$ cat config.mk
export PLATFORM = sky130hd
export DESIGN_NAME = interval_anomaly_detector
export DESIGN_NICKNAME = d
export VERILOG_FILES = /design/src/rtl/core/iad_pkg.sv /design/src/rtl/core/iad_model.sv /design/src/rtl/core/interval_anomaly_detector.sv
export SDC_FILE = /design/constraint.sdc
export NUM_CORES = 2
export LEC_CHECK = 0
export BUFFER_PORTS_ARGS = -buffer_cell sky130_fd_sc_hd__buf_2
export CAP_MARGIN = 10
export CORE_MARGIN = 8
export CORE_UTILIZATION = 62
export DETAILED_ROUTE_END_ITERATION = 6
export PLACE_DENSITY = 0.93
export REMOVE_ABC_BUFFERS = 1
export SYNTH_ARGS = -nofsm -noshare
export SYNTH_HDL_FRONTEND = slang
export SYNTH_SLANG_ARGS = --single-unit
$ cat constraint.sdc
create_clock -name clk -period 11.7 [get_ports clk]
set_input_delay 0.585 -clock clk [delete_from_list [all_inputs] [get_ports clk]]
set_output_delay 0.585 -clock clk [all_outputs]
set_load 0.03 [all_outputs]
$ cat src/rtl/core/iad_pkg.sv
// ----------------------------------------------------------------------------
// iad_pkg
// Shared types and constants of the interval anomaly detector.
// ----------------------------------------------------------------------------
package iad_pkg;

  localparam int STAMP_W = 64;
  localparam int CNT_W   = 8;
  localparam int ADDR_W  = 2;
  localparam int DATA_W  = 32;

  localparam logic [CNT_W-1:0]  TRAINING_GAPS_RESET = 8'd10;
  localparam logic [ADDR_W-1:0] REG_TRAINING_GAPS   = 2'd0;

  typedef enum logic [1:0] {
    EV_NONE     = 2'd0,
    EV_TRAINED  = 2'd1,
    EV_DETECTED = 2'd2
  } event_t;

  typedef struct packed {
    event_t             event_code;
    logic [STAMP_W-1:0] gap_seen;
    logic [STAMP_W-1:0] midpoint_now;
    logic [STAMP_W-1:0] threshold_now;
    logic               model_ready;
  } result_t;

  typedef struct packed {
    logic             wr;
    logic [CNT_W-1:0] value;
  } cfg_wr_t;

endpackage

$ cat src/rtl/core/iad_model.sv
// ----------------------------------------------------------------------------
// iad_model
// Gap model state and the single-pass update for one arrival stamp.
// ----------------------------------------------------------------------------
module iad_model
  import iad_pkg::*;
(
  input  logic               clk,
  input  logic               rst,
  input  cfg_wr_t            cfg,
  input  logic               step,
  input  logic [STAMP_W-1:0] stamp,
  output result_t            result,
  output logic [CNT_W-1:0]   training_gaps
);

  logic [STAMP_W-1:0] last_arrival, last_arrival_next;
  logic [STAMP_W-1:0] expected_gap, expected_gap_next;
  logic [STAMP_W-1:0] deviation_limit, deviation_limit_next;
  logic [CNT_W-1:0]   gaps_left, gaps_left_next;

  logic [STAMP_W-1:0] gap;
  logic [STAMP_W-1:0] dev;
  logic [STAMP_W:0]   avg_sum;
  logic [STAMP_W-1:0] avg;
  logic               exceeds;
  event_t             ev;

  always_comb begin
    gap     = (stamp > last_arrival) ? stamp - last_arrival : '0;
    dev     = (gap > expected_gap) ? gap - expected_gap : expected_gap - gap;
    avg_sum = {1'b0, expected_gap} + {1'b0, gap};
    avg     = avg_sum[STAMP_W:1];
    // twice the limit never overflows 64 bits unless the top bit is set
    exceeds = !deviation_limit[STAMP_W-1] &&
              (dev > {deviation_limit[STAMP_W-2:0], 1'b0});

    last_arrival_next    = last_arrival;
    expected_gap_next    = expected_gap;
    deviation_limit_next = deviation_limit;
    gaps_left_next       = gaps_left;
    ev                   = EV_NONE;

    if (stamp != '0) begin
      if (last_arrival == '0) begin
        last_arrival_next = stamp;
      end else if (expected_gap == '0) begin
        expected_gap_next = gap;
      end else begin
        last_arrival_next = stamp;
        if (gaps_left != '0) begin
          expected_gap_next = avg;
          if (dev > deviation_limit) deviation_limit_next = dev;
          gaps_left_next = gaps_left - 1'b1;
          if (gaps_left == CNT_W'(1)) ev = EV_TRAINED;
        end else if (exceeds) begin
          ev = EV_DETECTED;
        end else begin
          expected_gap_next = avg;
          if (dev > deviation_limit) deviation_limit_next = dev;
        end
      end
    end

    result.event_code    = ev;
    result.gap_seen      = ((stamp != '0) && (last_arrival != '0)) ? gap : '0;
    result.midpoint_now  = expected_gap_next;
    result.threshold_now = deviation_limit_next;
    result.model_ready   = (gaps_left_next == '0);
  end

  always_ff @(posedge clk) begin
    if (rst) begin
      training_gaps   <= TRAINING_GAPS_RESET;
      gaps_left       <= TRAINING_GAPS_RESET;
      last_arrival    <= '0;
      expected_gap    <= '0;
      deviation_limit <= '0;
    end else if (cfg.wr) begin
      training_gaps <= cfg.value;
      gaps_left     <= cfg.value;
    end else if (step) begin
      gaps_left       <= gaps_left_next;
      last_arrival    <= last_arrival_next;
      expected_gap    <= expected_gap_next;
      deviation_limit <= deviation_limit_next;
    end
  end

endmodule

$ cat src/rtl/core/interval_anomaly_detector.sv
// ----------------------------------------------------------------------------
// interval_anomaly_detector
// Learns the usual gap between packet arrival stamps and flags outliers.
// ----------------------------------------------------------------------------
// Usage:
//   Input channel in_valid/in_ready carries one arrival_stamp per item.
//   Output channel out_valid/out_ready returns exactly one result per item:
//   event_code, gap_seen, midpoint_now, threshold_now and model_ready.
//   An item is held in the input register, where the model update is done,
//   and its result is then registered in the output register: throughput
//   one item per cycle while the receiver does not stall, set by the single
//   combinational update between the two registers; the model state is
//   written at the same edge as the result. When the receiver stalls, the
//   result waits in the output register, the next item waits in the input
//   register, and in_ready drops once both are full. Reset clears the model
//   and loads training_gaps with 10; the block takes items as soon as reset
//   is released.
//   training_gaps is at APB address 0; a write restarts the training count.
//   The user makes writes only while no item is in flight (not enforced).
// ----------------------------------------------------------------------------
module interval_anomaly_detector
  import iad_pkg::*;
(
  input  logic               clk,
  input  logic               rst,
  input  logic               in_valid,
  output logic               in_ready,
  input  logic [STAMP_W-1:0] arrival_stamp,
  output logic               out_valid,
  input  logic               out_ready,
  output logic [1:0]         event_code,
  output logic [STAMP_W-1:0] gap_seen,
  output logic [STAMP_W-1:0] midpoint_now,
  output logic [STAMP_W-1:0] threshold_now,
  output logic               model_ready,
  input  logic               psel,
  input  logic               penable,
  input  logic               pwrite,
  input  logic [ADDR_W-1:0]  paddr,
  input  logic [DATA_W-1:0]  pwdata,
  output logic [DATA_W-1:0]  prdata,
  output logic               pready
);

  logic               s1_valid;
  logic [STAMP_W-1:0] s1_stamp;
  logic               advance;
  result_t            res_comb;
  result_t            res_q;
  cfg_wr_t            cfg;
  logic [CNT_W-1:0]   training_gaps;

  assign pready    = 1'b1;
  assign cfg.wr    = psel && penable && pwrite && (paddr == REG_TRAINING_GAPS);
  assign cfg.value = pwdata[CNT_W-1:0];
  assign prdata    = (paddr == REG_TRAINING_GAPS) ?
                     {{(DATA_W-CNT_W){1'b0}}, training_gaps} : '0;

  assign advance  = s1_valid && (!out_valid || out_ready);
  assign in_ready = !s1_valid || advance;

  always_ff @(posedge clk) begin
    if (rst) begin
      s1_valid <= 1'b0;
    end else if (in_ready) begin
      s1_valid <= in_valid;
    end
  end

  always_ff @(posedge clk) begin
    if (in_ready && in_valid) s1_stamp <= arrival_stamp;
  end

  iad_model u_model (
    .clk           (clk),
    .rst           (rst),
    .cfg           (cfg),
    .step          (advance),
    .stamp         (s1_stamp),
    .result        (res_comb),
    .training_gaps (training_gaps)
  );

  always_ff @(posedge clk) begin
    if (rst) begin
      out_valid <= 1'b0;
    end else if (advance) begin
      out_valid <= 1'b1;
    end else if (out_ready) begin
      out_valid <= 1'b0;
    end
  end

  always_ff @(posedge clk) begin
    if (advance) res_q <= res_comb;
  end

  assign event_code    = res_q.event_code;
  assign gap_seen      = res_q.gap_seen;
  assign midpoint_now  = res_q.midpoint_now;
  assign threshold_now = res_q.threshold_now;
  assign model_ready   = res_q.model_ready;

`ifndef SYNTHESIS
  a_detect_ready: assert property (@(posedge clk) disable iff (rst)
    out_valid && (res_q.event_code == EV_DETECTED) |-> res_q.model_ready)
    else $error("detection reported before the model is ready");

  a_trained_ready: assert property (@(posedge clk) disable iff (rst)
    out_valid && (res_q.event_code == EV_TRAINED) |-> res_q.model_ready)
    else $error("trained event without model ready");

  a_stall_holds: assert property (@(posedge clk) disable iff (rst)
    out_valid && !out_ready |=> out_valid && $stable(res_q))
    else $error("result lost while receiver stalls");

  a_full_blocks: assert property (@(posedge clk) disable iff (rst)
    !in_ready |-> s1_valid && out_valid && !out_ready)
    else $error("input blocked without a full pipeline");
`endif

endmodule

==> parameters.txt <==
Parameter                              Value

Global routing
  Total congestion overflow    0
  Pin count of the biggest net entering global routing    83
  Aggregate global-route resource usage    0.4195
  Vias in the first global route    between 30000 and 40000
  Global-route wire length before repair    232.5 mm
  Initial antenna violation count    2

Power
  Share of total power in combinational logic    0.666
  Power per standard cell area    around 280 nW/um^2
  IR drop worst, VDD    0.0004453 V
  Share of power burned in the clock network    0.139
  Int Power    between 0.006 and 0.007 W
  Psw    between 0.006 and 0.007 W
  Leakage power summed over all cells    19.24 nW
  Switching part of the total power    0.4767
  Part of the total power dissipated in sequential elements    0.195

Timing
  Skew final    around 0.041 ns
  Post-route clock period utilization    0.9387
  Highest achievable clock rate    about 0.091 GHz
  Hold violation total from the final report    0
  Setup-failing EPs final    0
  Pin slew with the least headroom to its limit    1.289 ns
  Setup repair after global routing missed its margin    no
  Final Max Tran Viols    0
  Max transition margin    0.1336
  Post-layout min period    about 11 ns
  Final setup margin    roughly 0.7 ns

Detailed routing
  DRT iter0 DRCs    approximately 6500
  Total wire length    about 160 mm
  Final antenna-violating net count    0
  Number of remaining DRC errors    3
  Count of TritonRoute iterations in the first routing pass    7
  Total number of vias    slightly above 40000
  Detail-routed net length per standard cell    ~26 microns
  Vias per inst    between 6 and 7

Place
  Port-buffer cells    around 290
  Estimated wirelength of the detail-placed design    about 120 mm
  Area post-placement    approximately 43000 sq um
  Worst slack at placement    roughly 1.3 ns
  Weighted congestion at the end of routability-driven global placement    roughly 1.1

Job
  MaxCap Viol Count    0

Clock network
  Clock transition at the registers of the reported paths    ~0.07 ns
  CTS max path bufs    3
  Cell at the root of the clock tree    sky130_fd_sc_hd__clkbuf_16
  Resized Gates After CTS    0
  Buffer count from post-CTS setup fixing    0
  TritonCTS clock tree    yes
  Later-pin clock latency in the skew report    between 0.6 and 0.7 ns
  H-tree Lvls    2
  Post-CTS Hold Fix Bufs    0
  Sinks on the clock net    around 470
  TritonCTS Buffers    50

Layout
  Final Util    0.7306
  Area growth, synth to finish    16.41%
  Fraction of final layout cells with drive strength greater than 1    0.1610
  Post-route design area    45090 sq um
  NumNets Final    5733

Logic synthesis
  Number of enable flip-flop cells after synthesis    259
  Mapped Avg Cell Area    ~8.2 sq um
  Top-area cell type share of the netlist area    0.2008
  Number of instances in the synthesized netlist    between 4000 and 5000
  Proportion of synthesized chip area in sequential cells    0.3094
  Count of warnings emitted by yosys    0
  Cell type with the highest aggregate area in the netlist    sky130_fd_sc_hd__edfxtp_1
  Top cells by area, synth    sky130_fd_sc_hd__edfxtp_1 (20%), sky130_fd_sc_hd__ha_1 (14%), sky130_fd_sc_hd__dfxtp_1 (11%)
  Netlist Area Pre-Place    just under 40000 sq um
  Post-synthesis sequential element count    between 400 and 500
  Async set or reset register ratio after synthesis    0
  Post-synthesis cell type count    92
  Predominant post-synthesis flop cell    sky130_fd_sc_hd__edfxtp_1

Floorplan
  Count of boundary I/O pins    ~340
  Starting density of the core    0.6276
  Core Footprint    61710 sq um
  Std-Cell Rows    ~90
  DIE HEIGHT    roughly 270 microns
  Die Area    between 70000 and 80000 sq um
  X dimension of the die    between 200 and 300 microns

Min path
  Hold Path Stages    1
  Endpoint of the worst hold-timing path    s1_stamp[22]
  Critical hold path startpoint    arrival_stamp[22]
  Type of the tightest min-delay check    in2reg

Setup path
  Startpoint of the lowest-slack register-to-register path    s1_stamp[0]
  Required time of the critical path    roughly 12 ns
  Delay of the slowest cell on the worst path    between 1 and 1.5 ns
  Crit start category    flip-flop
  Critical path endpoint category    flip-flop
  Worst r2r dst    u_model.expected_gap[11]
  Arrival time of data at the critical path endpoint    11.50 ns
  Critical path type    reg2reg
  Critical path's slowest cell    sky130_fd_sc_hd__o31ai_1
  Worst reg-to-reg path cell count    40
  Cell family with most CP delay    compound AO/OA/AOI/OAI gates
  Flop2flop setup slack    between 0.7 and 0.8 ns
  Buf/Inv on CP    6
  Peak fanout along the critical path    11

Outcome
  Violations in the final reports    DRC
  Outcome    finished, violations left
## worst max-delay path by stage
| stage | end | depth (start not counted) | startpoint |
|---|---|---|---|
| final | u_model.expected_gap[11] | 40 | s1_stamp[0] |
| after global routing | u_model.expected_gap[11] | 40 | s1_stamp[0] |
| after CTS | u_model.expected_gap[11] | 36 | s1_stamp[14] |
| after detailed placement | midpoint_now[13] | 34 | s1_stamp[17] |
| after global placement | midpoint_now[13] | 33 | s1_stamp[17] |
| after floorplan | u_model.deviation_limit[56] | 6 | out_ready |
## through the flow
stage / setup TNS (ns) / total power (W) / std cells / hold slack, ns
3_3_place_gp: 0 / 0.01019 / 5978 / 0.4383
6_report: 0 / 0.01271 / 6073 / 0.1190
4_1_cts: 0 / 0.01243 / 6072 / 0.09925
2_1_floorplan: -1202.64 / 0.007245 / 4477 / 0.4142
3_5_place_dp: 0 / 0.01047 / 5978 / 0.4506
5_1_grt: 0 / 0.01334 / 6072 / 0.1053
## cells by family after synthesis
| logic type | synth area share |
|---|---|
| buf+inv | 0.06707 |
| mux | 0.03641 |
| compound gates | 0.2416 |
| other cells | 0.0001939 |
| flops | 0.3094 |
| simple gates | 0.1640 |
| fa+ha+maj | 0.1413 |
| xor+xnor | 0.04003 |
## power by group through the flow
stage / Clock [W] / Combinational [W] / Sequential (W)
after floorplan: 0 / 0.00444 / 0.00280
after global placement: 0 / 0.00772 / 0.00247
after detailed placement: 0 / 0.00798 / 0.00249
after CTS: 0.00176 / 0.00820 / 0.00247
after global routing: 0.00181 / 0.00902 / 0.00251
final: 0.00176 / 0.00847 / 0.00248
## area by class of cell
cell class                      instances  area (sq um)
Clock buffer                           68          1443
Clock inverter                         26         360.3
Fill cell                            4557         16630
Multi-Input combinational cell       3606         24290
Inverter                              402          1509
Antenna cell                            1         2.502
Timing Repair Buffer                  664          4453
Sequential cell                       469         11980
Tap cell                              837          1047
## placed cells by master (no fill, tap or decap), types with 33 or more instances in the layout
| cell | Yosys | layout |
|---|---|---|
| sky130_fd_sc_hd__o21bai_1 | 94 | 94 |
| sky130_fd_sc_hd__o21ai_0 | 291 | 291 |
| sky130_fd_sc_hd__nor4_1 | 83 | 83 |
| sky130_fd_sc_hd__edfxtp_1 | 259 | 259 |
| sky130_fd_sc_hd__a21oi_1 | 501 | 501 |
| sky130_fd_sc_hd__o31ai_1 | 41 | 41 |
| sky130_fd_sc_hd__a211oi_1 | 88 | 88 |
| sky130_fd_sc_hd__nor3_1 | 72 | 72 |
| sky130_fd_sc_hd__buf_4 | 30 | 365 |
| sky130_fd_sc_hd__a21o_1 | 89 | 88 |
| sky130_fd_sc_hd__mux2i_1 | 97 | 97 |
| sky130_fd_sc_hd__nand4_1 | 105 | 105 |
| sky130_fd_sc_hd__xnor2_1 | 132 | 132 |
| sky130_fd_sc_hd__nor2_1 | 465 | 461 |
| sky130_fd_sc_hd__a31oi_1 | 39 | 39 |
| sky130_fd_sc_hd__clkbuf_16 | 0 | 53 |
| sky130_fd_sc_hd__dfxtp_1 | 210 | 210 |
| sky130_fd_sc_hd__mux2_2 | 37 | 37 |
| sky130_fd_sc_hd__ha_1 | 431 | 431 |
| sky130_fd_sc_hd__inv_1 | 401 | 401 |
| sky130_fd_sc_hd__o21a_1 | 55 | 54 |
| sky130_fd_sc_hd__nand2_1 | 369 | 368 |
| sky130_fd_sc_hd__xor2_1 | 45 | 45 |
| sky130_fd_sc_hd__buf_2 | 42 | 284 |
| sky130_fd_sc_hd__nand3_1 | 64 | 64 |
| sky130_fd_sc_hd__nor2b_1 | 34 | 33 |
## cells in the mapped netlist, types with 9 or more instances
master and instances:
sky130_fd_sc_hd__buf_2 42, sky130_fd_sc_hd__buf_4 30, sky130_fd_sc_hd__o221ai_1 21, sky130_fd_sc_hd__o21bai_1 94, sky130_fd_sc_hd__a311oi_1 10, sky130_fd_sc_hd__o21a_1 55
sky130_fd_sc_hd__nor4_1 83, sky130_fd_sc_hd__inv_1 401, sky130_fd_sc_hd__mux2i_1 97, sky130_fd_sc_hd__a221oi_1 15, sky130_fd_sc_hd__nand2b_1 28, sky130_fd_sc_hd__o211ai_1 29
sky130_fd_sc_hd__a211oi_1 88, sky130_fd_sc_hd__edfxtp_1 259, sky130_fd_sc_hd__a21boi_0 26, sky130_fd_sc_hd__nand4_1 105, sky130_fd_sc_hd__a31oi_1 39, sky130_fd_sc_hd__or2_2 17
sky130_fd_sc_hd__mux2_2 37, sky130_fd_sc_hd__buf_1 12, sky130_fd_sc_hd__nor3_1 72, sky130_fd_sc_hd__clkbuf_1 155, sky130_fd_sc_hd__o31ai_1 41, sky130_fd_sc_hd__nand3_1 64
sky130_fd_sc_hd__nor2_1 465, sky130_fd_sc_hd__o21ai_0 291, sky130_fd_sc_hd__and2_1 30, sky130_fd_sc_hd__xnor2_1 132, sky130_fd_sc_hd__o21ai_1 13, sky130_fd_sc_hd__a22oi_1 25
sky130_fd_sc_hd__and3_1 19, sky130_fd_sc_hd__a21oi_1 501, sky130_fd_sc_hd__nand2_1 369, sky130_fd_sc_hd__xor2_1 45, sky130_fd_sc_hd__and4_1 20, sky130_fd_sc_hd__a221o_1 24
sky130_fd_sc_hd__nor2b_1 34, sky130_fd_sc_hd__a21o_1 89, sky130_fd_sc_hd__a211o_1 9, sky130_fd_sc_hd__or3_1 19, sky130_fd_sc_hd__dfxtp_1 210, sky130_fd_sc_hd__o311ai_0 14
sky130_fd_sc_hd__ha_1 431, sky130_fd_sc_hd__or4_1 11
## worst reg2reg max path, delay by kind of cell (launching register included)
family          cells  cell delay [ns]
compound gates     17             4.44
xor+xnor            2             0.61
fa+ha+maj           4             1.44
buf+inv             6             1.03
flops               1             0.42
mux                 1             0.31
simple gates       10             2.61
## registers in the layout (all words and copies together), names as in the netlist
name and cells:
event_code 2, gap_seen 64, midpoint_now 64, model_ready 1, out_valid 1, s1_stamp 64
s1_valid 1, threshold_now 64, u_model.deviation_limit 64, u_model.expected_gap 64, u_model.gaps_left 8, u_model.last_arrival 64
u_model.training_gaps 8
## per-layer routing
layer | track usage | routed length (microns)
met1 | 0.5239 | 58470
met2 | 0.6682 | 69710
met3 | 0.08682 | 17310
met4 | 0.2466 | 10950
met5 | 0 | 13
Note: power is estimated with default switching activity, not from simulation.
